$ cat src/sv/assert_macros.svh
// Assertion macros shared by the deframer RTL.
// No dependencies; the macros expect signals named clk and rst in scope.
`ifndef ASSERT_MACROS_SVH
`define ASSERT_MACROS_SVH
`ifndef SYNTH
// checked property, masked during reset
`define ASSERT_CLK(label, prop, msg) \
  label: assert property (@(posedge clk) disable iff (rst) prop) else $error(msg);
// checked property, also active during reset
`define ASSERT_ALWAYS(label, prop, msg) \
  label: assert property (@(posedge clk) prop) else $error(msg);
`else
`define ASSERT_CLK(label, prop, msg)
`define ASSERT_ALWAYS(label, prop, msg)
`endif
`endif

$ cat src/sv/lppd_pkg.sv
// Package for the length-prefixed packet deframer: types and constants.
// No dependencies.
package lppd_pkg;

  localparam logic [3:0] HDR_BYTES = 4'd8;

  localparam logic [7:0]  SYNC_FIRST_RST  = 8'd68;   // 'D'
  localparam logic [7:0]  SYNC_SECOND_RST = 8'd67;   // 'C'
  localparam logic [23:0] MAX_PAYLOAD_RST = 24'd1016;

  localparam logic [1:0] CFG_SYNC_FIRST  = 2'd0;
  localparam logic [1:0] CFG_SYNC_SECOND = 2'd1;
  localparam logic [1:0] CFG_MAX_PAYLOAD = 2'd2;

  typedef enum logic [1:0] {
    KIND_DATA     = 2'd0,
    KIND_EMPTY    = 2'd1,
    KIND_BAD_SIG  = 2'd2,
    KIND_TOO_LONG = 2'd3
  } kind_t;

  typedef struct packed {
    logic [7:0]  sync_first;
    logic [7:0]  sync_second;
    logic [23:0] max_payload;
  } cfg_t;

  typedef struct packed {
    kind_t       kind;
    logic [7:0]  data_byte;
    logic [23:0] frame_type;
    logic [23:0] frame_length;
    logic        is_last;
  } result_t;

endpackage

$ cat src/sv/lppd_if.sv
// Channel interfaces of the deframer: received bytes, results, config writes.
// No dependencies.
interface lppd_byte_if;
  logic       valid;
  logic       ready;
  logic [7:0] rx_byte;
  modport source (output valid, rx_byte, input ready);
  modport sink (input valid, rx_byte, output ready);
endinterface

interface lppd_result_if;
  logic        valid;
  logic        ready;
  logic [1:0]  kind;
  logic [7:0]  data_byte;
  logic [23:0] frame_type;
  logic [23:0] frame_length;
  logic        is_last;
  modport source (output valid, kind, data_byte, frame_type, frame_length, is_last,
                  input ready);
  modport sink (input valid, kind, data_byte, frame_type, frame_length, is_last,
                output ready);
endinterface

interface lppd_cfg_if;
  logic        valid;
  logic        ready;
  logic [1:0]  index;
  logic [23:0] data;
  modport source (output valid, index, data, input ready);
  modport sink (input valid, index, data, output ready);
endinterface

$ cat src/sv/lppd_cfg.sv
// Configuration registers: signature bytes and payload length limit.
// Depends on lppd_pkg and lppd_cfg_if.
module lppd_cfg
  import lppd_pkg::*;
(
  input  logic          clk,
  input  logic          rst,
  lppd_cfg_if.sink      cfg,
  output cfg_t          regs
);

  // writes are refused while reset holds the registers at their defaults
  assign cfg.ready = !rst;

  always_ff @(posedge clk) begin
    if (rst) begin
      regs.sync_first  <= SYNC_FIRST_RST;
      regs.sync_second <= SYNC_SECOND_RST;
      regs.max_payload <= MAX_PAYLOAD_RST;
    end else if (cfg.valid && cfg.ready) begin
      unique case (cfg.index)
        CFG_SYNC_FIRST:  regs.sync_first  <= cfg.data[7:0];
        CFG_SYNC_SECOND: regs.sync_second <= cfg.data[7:0];
        CFG_MAX_PAYLOAD: regs.max_payload <= cfg.data;
        default: ;  // unmapped index, write dropped
      endcase
    end
  end

endmodule

$ cat src/sv/lppd_parse.sv
// Byte parser: header capture, checks, payload counting, result generation.
// Depends on lppd_pkg and assert_macros.svh.
`include "assert_macros.svh"
module lppd_parse
  import lppd_pkg::*;
(
  input  logic       clk,
  input  logic       rst,
  input  logic       accept,
  input  logic [7:0] rx_byte,
  input  cfg_t       regs,
  output logic       res_valid,
  output result_t    res
);

  logic [3:0]  header_count, header_count_next;
  logic [7:0]  sig_byte_a, sig_byte_a_next;
  logic [7:0]  sig_byte_b, sig_byte_b_next;
  logic [23:0] length_reg, length_reg_next;
  logic [23:0] type_reg, type_reg_next;
  logic [23:0] payload_count, payload_count_next;
  logic        halted, halted_next;
  logic [3:0]  hc_inc;
  logic [23:0] pc_inc;

  always_ff @(posedge clk) begin
    if (rst) begin
      header_count  <= '0;
      sig_byte_a    <= '0;
      sig_byte_b    <= '0;
      length_reg    <= '0;
      type_reg      <= '0;
      payload_count <= '0;
      halted        <= 1'b0;
    end else begin
      header_count  <= header_count_next;
      sig_byte_a    <= sig_byte_a_next;
      sig_byte_b    <= sig_byte_b_next;
      length_reg    <= length_reg_next;
      type_reg      <= type_reg_next;
      payload_count <= payload_count_next;
      halted        <= halted_next;
    end
  end

  assign hc_inc = header_count + 4'd1;
  assign pc_inc = payload_count + 24'd1;

  always_comb begin
    header_count_next  = header_count;
    sig_byte_a_next    = sig_byte_a;
    sig_byte_b_next    = sig_byte_b;
    length_reg_next    = length_reg;
    type_reg_next      = type_reg;
    payload_count_next = payload_count;
    halted_next        = halted;
    res_valid          = 1'b0;
    res.kind           = KIND_DATA;
    res.data_byte      = 8'd0;
    res.frame_type     = type_reg;
    res.frame_length   = length_reg;
    res.is_last        = 1'b0;

    if (accept && !halted) begin
      if (header_count < HDR_BYTES) begin
        unique case (header_count)
          4'd0: sig_byte_a_next = rx_byte;
          4'd1: sig_byte_b_next = rx_byte;
          4'd2: length_reg_next[7:0]   = rx_byte;
          4'd3: length_reg_next[15:8]  = rx_byte;
          4'd4: length_reg_next[23:16] = rx_byte;
          4'd5: type_reg_next[7:0]     = rx_byte;
          4'd6: type_reg_next[15:8]    = rx_byte;
          4'd7: type_reg_next[23:16]   = rx_byte;
          default: ;
        endcase
        header_count_next = hc_inc;
        if (hc_inc == HDR_BYTES) begin
          res.frame_type = type_reg_next;
          priority if (sig_byte_a != regs.sync_first || sig_byte_b != regs.sync_second) begin
            halted_next = 1'b1;
            res_valid   = 1'b1;
            res.kind    = KIND_BAD_SIG;
            res.is_last = 1'b1;
          end else if (length_reg > regs.max_payload) begin
            halted_next = 1'b1;
            res_valid   = 1'b1;
            res.kind    = KIND_TOO_LONG;
            res.is_last = 1'b1;
          end else begin
            payload_count_next = '0;
            if (length_reg == 24'd0) begin
              header_count_next = '0;
              res_valid         = 1'b1;
              res.kind          = KIND_EMPTY;
              res.is_last       = 1'b1;
            end
          end
        end
      end else begin
        payload_count_next = pc_inc;
        res_valid          = 1'b1;
        res.data_byte      = rx_byte;
        if (pc_inc >= length_reg) begin
          res.is_last       = 1'b1;
          header_count_next = '0;
        end
      end
    end
  end

  `ASSERT_CLK(a_halt_sticks, halted |=> halted, "halted state cleared without reset")
  `ASSERT_CLK(a_quiet_when_halted, halted |-> !res_valid, "result produced while halted")
  `ASSERT_CLK(a_error_halts, res_valid && (res.kind == KIND_BAD_SIG || res.kind == KIND_TOO_LONG) |=> halted, "error result did not halt")
  `ASSERT_CLK(a_data_after_header, res_valid && res.kind == KIND_DATA |-> header_count == HDR_BYTES, "payload byte before header complete")

endmodule

$ cat src/sv/lppd_out_reg.sv
// Result register: holds one result until the sink takes it.
// Depends on lppd_pkg, lppd_result_if and assert_macros.svh.
`include "assert_macros.svh"
module lppd_out_reg
  import lppd_pkg::*;
(
  input  logic           clk,
  input  logic           rst,
  input  logic           load,
  input  result_t        din,
  output logic           free,
  lppd_result_if.source  res
);

  logic    valid;
  result_t hold;

  // slot is free when empty or draining this cycle
  assign free = !valid || res.ready;

  always_ff @(posedge clk) begin
    if (rst) begin
      valid <= 1'b0;
    end else if (load) begin
      valid <= 1'b1;
    end else if (res.ready) begin
      valid <= 1'b0;
    end
  end

  always_ff @(posedge clk) begin
    if (load) begin
      hold <= din;
    end
  end

  assign res.valid        = valid;
  assign res.kind         = hold.kind;
  assign res.data_byte    = hold.data_byte;
  assign res.frame_type   = hold.frame_type;
  assign res.frame_length = hold.frame_length;
  assign res.is_last      = hold.is_last;

  `ASSERT_CLK(a_load_shows, load |=> valid, "loaded result not presented")
  `ASSERT_CLK(a_load_needs_slot, load |-> free, "result loaded into occupied slot")
  `ASSERT_CLK(a_drain_empties, valid && res.ready && !load |=> !valid, "taken result presented twice")

endmodule

$ cat src/sv/length_prefixed_packet_deframer_top.sv
// Length-prefixed packet deframer, top level.
// Results are registered: a result appears on res in the cycle after the byte that causes it is accepted.
// Throughput: one byte per cycle; the single result register sets it, and rx stalls
//   only during reset or while that register holds a result the sink has not taken.
// Reset (rst, synchronous, active high): config returns to 'D', 'C', 1016; parser
//   state clears to the start of a header and leaves the halted state.

module length_prefixed_packet_deframer_top
  import lppd_pkg::*;
(
  input  logic          clk,
  input  logic          rst,
  lppd_byte_if.sink     rx,
  lppd_result_if.source res,
  lppd_cfg_if.sink      cfg
);

  cfg_t    regs;
  result_t parsed;
  logic    parsed_valid;
  logic    slot_free;
  logic    accept;

  // Bytes are taken whenever the result slot can absorb a new result. Header
  // bytes 1-7 and bytes seen while halted produce nothing but still need a free
  // slot, which keeps the ready path simple. Nothing is taken while reset is held.
  assign rx.ready = slot_free && !rst;
  assign accept   = rx.valid && rx.ready;

  // Config writes are taken whenever out of reset; writes must only be issued while idle; not enforced.
  lppd_cfg u_cfg (
    .clk  (clk),
    .rst  (rst),
    .cfg  (cfg),
    .regs (regs)
  );

  // Header capture, signature/length checks, payload counting. The checks use
  // the register values at the moment the eighth header byte arrives.
  lppd_parse u_parse (
    .clk       (clk),
    .rst       (rst),
    .accept    (accept),
    .rx_byte   (rx.rx_byte),
    .regs      (regs),
    .res_valid (parsed_valid),
    .res       (parsed)
  );

  // Output register separates the parser from the result sink.
  lppd_out_reg u_out (
    .clk  (clk),
    .rst  (rst),
    .load (parsed_valid),
    .din  (parsed),
    .free (slot_free),
    .res  (res)
  );

endmodule
$ cat src/flat_wrapper.sv
// flat-port wrapper written by rule: the top's interface ports become plain ports
module length_prefixed_packet_deframer_top_flat import lppd_pkg::*;
  (clk, rst, rx_valid, rx_rx_byte, rx_ready, res_valid, res_kind, res_data_byte, res_frame_type, res_frame_length, res_is_last, res_ready, cfg_valid, cfg_index, cfg_data, cfg_ready);
  lppd_byte_if rx_i ();
  lppd_result_if res_i ();
  lppd_cfg_if cfg_i ();
  input  logic clk;
  input  logic rst;
  input wire logic [$bits(rx_i.valid)-1:0] rx_valid;
  input wire logic [$bits(rx_i.rx_byte)-1:0] rx_rx_byte;
  output wire logic [$bits(rx_i.ready)-1:0] rx_ready;
  output wire logic [$bits(res_i.valid)-1:0] res_valid;
  output wire logic [$bits(res_i.kind)-1:0] res_kind;
  output wire logic [$bits(res_i.data_byte)-1:0] res_data_byte;
  output wire logic [$bits(res_i.frame_type)-1:0] res_frame_type;
  output wire logic [$bits(res_i.frame_length)-1:0] res_frame_length;
  output wire logic [$bits(res_i.is_last)-1:0] res_is_last;
  input wire logic [$bits(res_i.ready)-1:0] res_ready;
  input wire logic [$bits(cfg_i.valid)-1:0] cfg_valid;
  input wire logic [$bits(cfg_i.index)-1:0] cfg_index;
  input wire logic [$bits(cfg_i.data)-1:0] cfg_data;
  output wire logic [$bits(cfg_i.ready)-1:0] cfg_ready;
  assign rx_i.valid = rx_valid;
  assign rx_i.rx_byte = rx_rx_byte;
  assign rx_ready = rx_i.ready;
  assign res_valid = res_i.valid;
  assign res_kind = res_i.kind;
  assign res_data_byte = res_i.data_byte;
  assign res_frame_type = res_i.frame_type;
  assign res_frame_length = res_i.frame_length;
  assign res_is_last = res_i.is_last;
  assign res_i.ready = res_ready;
  assign cfg_i.valid = cfg_valid;
  assign cfg_i.index = cfg_index;
  assign cfg_i.data = cfg_data;
  assign cfg_ready = cfg_i.ready;
  length_prefixed_packet_deframer_top u_core (.clk(clk), .rst(rst), .rx(rx_i), .res(res_i), .cfg(cfg_i));
endmodule
$ cat config.mk
export PLATFORM = sky130hd
export DESIGN_NAME = length_prefixed_packet_deframer_top_flat
export DESIGN_NICKNAME = d
export VERILOG_FILES = /design/src/sv/lppd_pkg.sv /design/src/sv/lppd_if.sv /design/src/sv/lppd_cfg.sv /design/src/sv/lppd_parse.sv /design/src/sv/lppd_out_reg.sv /design/src/sv/length_prefixed_packet_deframer_top.sv /design/src/flat_wrapper.sv
export VERILOG_INCLUDE_DIRS = /design/src /design/src/sv
export SDC_FILE = /design/constraint.sdc
export NUM_CORES = 1
export LEC_CHECK = 0
export BUFFER_PORTS_ARGS = -buffer_cell sky130_fd_sc_hd__buf_2
export CORE_AREA = 3 3 140 142
export DETAILED_ROUTE_END_ITERATION = 6
export DIE_AREA = 0 0 143 145
export PLACE_DENSITY = 0.78
export SYNTH_ARGS = -nofsm -noshare
export SYNTH_HDL_FRONTEND = slang
export SYNTH_SLANG_ARGS = --single-unit
export TNS_END_PERCENT = 100
$ cat constraint.sdc
create_clock -name clk -period 4.6 [get_ports clk]
set_clock_uncertainty 0.05 [all_clocks]
set_input_delay 0.46 -clock clk [delete_from_list [all_inputs] [get_ports clk]]
set_output_delay 0.46 -clock clk [all_outputs]
set_load 0.05 [all_outputs]
==> flow_metrics.py <==
metrics = {
    "clock_tree": {
        "cts_tree": "built",
        "htreeDepth": 4,
        "postCtsHoldBufs": 0,
        "numCtsBuffers": 17,
        "clock_latency_ps": 440,
        "path_clk_slew_ps": 70,
        "cts.sinks": 193,
        "postCtsSetupRepairBufs": 0,
        "ctsResizeCount": 0,
        "clockBufferDepth": 2,
        "cts_root_buffer": "clkbuf_16",
    },
    "hold_path": {
        "holdPathStages": 3,
        "hp-class": "in -> reg",
        "hold_path_startpoint": "cfg_data[8]",
        "whs_endpoint": "u_core.u_cfg.regs[8]",
    },
    "floorplanning": {
        "core_mm2": 0.01858,
        "initial_utilization_pct": 49.13,
        "fp.dieH_um": 145,
        "fp-row-count": 50,
        "pin_count": 101,
        "dieWidth_um": 143,
        "die_area_mm2": 0.02074,
    },
    "yosys": {
        "syn_avg_cell_area_um2": 9.101,
        "ys.warnings.count": 0,
        "syn_inst": 1003,
        "yosysSeqAreaShare_pct": 48.79,
        "syn-num-nets": 1095,
        "yosys_register_bits": 193,
        "synth_largest_area_cell": "dfxtp_1",
        "yosysUniqueCellTypes": 58,
        "async_reset_ff_share_pct": 0,
        "synth_top_area_share_pct": 29.39,
        "synthFlopType": "dfxtp_1",
        "synth.area.top_cells": "dfxtp_1, edfxtp_1, nand2_1",
        "syn_area_mm2": 0.009129,
        "synth_enable_flop_cells": 59,
    },
    "critical_path": {
        "crit_path_end_kind": "flop",
        "r2r_cells": 8,
        "startpoint_type": "flop",
        "crit_type": "reg -> reg",
        "crit_fanout": 31,
        "reg2reg_setup_slack_ps": 1120,
        "reg2reg_to": "u_core.u_out.res.data_byte[1]",
        "critPathRequiredTime_ps": 4640,
        "timing.rr.start": "u_core.u_parse.length_reg[23]",
        "worstPathArrival_ps": 3520,
    },
    "place": {
        "place_congestion": 0.8770,
        "place_ws_ps": 1204,
        "dp_cells": 1288,
        "numPortBuffers": 100,
        "dp_hpwl_mm": 15.58,
    },
    "final_layout": {
        "drive_gt1_share_pct": 16.11,
        "final_cells": 1320,
        "regArea_mm2": 0.004454,
        "insertedDiodeCount": 0,
        "multi_input_area_mm2": 0.004238,
        "nets": 1165,
        "area_delta_synth_final_pct": 13.61,
        "largest_reg_flops": 40,
        "fillers": 1629,
        "top_register": "u_core.u_cfg.regs",
    },
    "drt": {
        "antenna_left": 0,
        "drt-total-wl_mm": 22.72,
        "post-route-drc-count": 0,
        "post_drt_wl_per_cell_um": 17.21,
        "firstDrtPassIters": 5,
        "vias_per_cell": 5.675,
        "routed-via-count": 7491,
        "drt_iter0_markers": 653,
    },
    "power": {
        "vdd_drop_max_mv": 0.3306,
        "powerDensity_mw_per_mm2": 332.6,
        "p_leak_nw": 4.133,
    },
    "sta": {
        "fin_crit_sh_pct": 75.68,
        "worstMarginPinSlew_ps": 1144,
        "setup_viol": 0,
        "tns_ps": 0,
        "whs_ps": 201.0,
        "max_freq_mhz": 287.2,
        "rsz0062_at_grt": "false",
        "setup_slack_ps": 1119,
        "fin_crit_ps": 3481,
        "finalMaxSlewViolations": 0,
        "slew_headroom_pct": 23.71,
        "final-hold-violation-count": 0,
    },
    "global_route": {
        "grt.overflow.total": 0,
        "grt_max_degree": 106,
        "antenna_found_initial": 0,
        "grt_pass1_wl_mm": 36.29,
        "first_global_vias": 7112,
        "track_usage_pct": 21.79,
    },
    "status": {
        "outcome": "completed",
    },
    "job": {
        "drv_cap": 0,
    },
}
-- report_power, final --
| group | total, mW | switching (mW) | internal [mW] |
|---|---|---|---|
| clock | 1.52 | 0.731 | 0.786 |
| sequential | 1.77 | 0.0151 | 1.76 |
| combinational | 0.160 | 0.111 | 0.0487 |
-- metal layers --
layer	global-route usage (%)	up-vias	routed length, um
li1	-	3621	-
met1	30.10	3520	10020
met2	34.30	305	10470
met3	3.922	45	1668
met4	7.700	0	561
met5	0	-	0
-- cell usage after synthesis (all sizes together) (4+ instances only) --
cell type and number:
clkbuf 44, nor2 32, buf 13, o21a 8
a31oi 4, o211ai 9, xnor2 11, a21o 15
nor2b 4, xor2 36, nor4 15, nor3 5
nand3 82, and3 21, dfxtp 134, inv 57
nand2 203, or3 4, nand4 15, ha 53
and2 5, o21ai 15, edfxtp 59, a21oi 116
mux2 16
-- critical path: stages (launching register included) --
cell and delay (ps):
dfxtp_1 380, ha_1 340, nand4_1 190, nor4_2 400, o211ai_1 160, and3b_1 350, nand2_1 130, o21a_2 620
buf_4 490
-- layout by cell type, fill, tap and decap left out, types with 3 or more instances in the layout --
cell type  synthesis  final
o21ai_0           12     12
a31oi_1            4      4
or3_1              4      4
nand4_1           14     14
edfxtp_1          59     59
xnor2_1           11     11
inv_6              0      4
nor2b_1            4      3
mux2_2            16     16
and3_1            16     16
buf_4              0      9
and3_4             4      4
dfxtp_1          134    134
o211ai_1           9      9
nor4_1            12     12
nor2_1            32     32
and2_1             4      4
o21a_1             8      7
nor3_1             5      5
inv_1             57     57
a21oi_1          116    116
clkbuf_16          0     17
inv_8              0      3
clkinv_8           0      3
xor2_1            36     36
nand3_1           79     79
nand2_1          201    201
buf_2             10     99
ha_1              53     53
a21o_1            15     15
-- worst max path at each step --
stage	startpoint	endpoint	depth (start not counted)
global route	u_core.u_parse.length_reg[23]	u_core.u_out.res.data_byte[1]	8
detailed placement	u_core.u_parse.length_reg[23]	u_core.u_out.res.frame_type[0]	8
global placement	u_core.u_parse.payload_count[0]	u_core.u_out.res.is_last	13
floorplan	u_core.u_cfg.regs[23]	u_core.u_out.res.data_byte[0]	9
finish	u_core.u_parse.length_reg[23]	u_core.u_out.res.data_byte[1]	8
CTS	u_core.u_parse.length_reg[23]	u_core.u_out.res.data_byte[1]	8
-- layout make-up --
class	instances	area share [%]
multi-input combinational	696	40.86
inverter	57	2.063
clock inverter	14	1.737
sequential	193	42.95
timing repair buffer	108	5.429
clock buffer	18	4.138
tap	234	2.823
-- kinds of logic (layout without fill, tap and decap cells) --
family	Yosys count	after routing	share of synthesized area, %
compound gates	186	186	11.95
xor+xnor	47	47	4.509
fa+ha+maj	53	53	7.264
buf+inv	114	197	4.825
flops	193	193	48.79
mux	16	16	1.974
simple gates	394	394	20.68
-- metrics by stage --
step                      total power, mW  cell area (um2)  util (%)
after floorplan                     1.911             9129         -
after global placement              1.966             9762     52.54
after detailed placement            1.970             9762     52.54
after CTS                           3.466            10370     55.82
after global routing                3.550            10370     55.82
final                               3.450            10370     55.82
No activity file was read; power rests on OpenSTA's default activity.
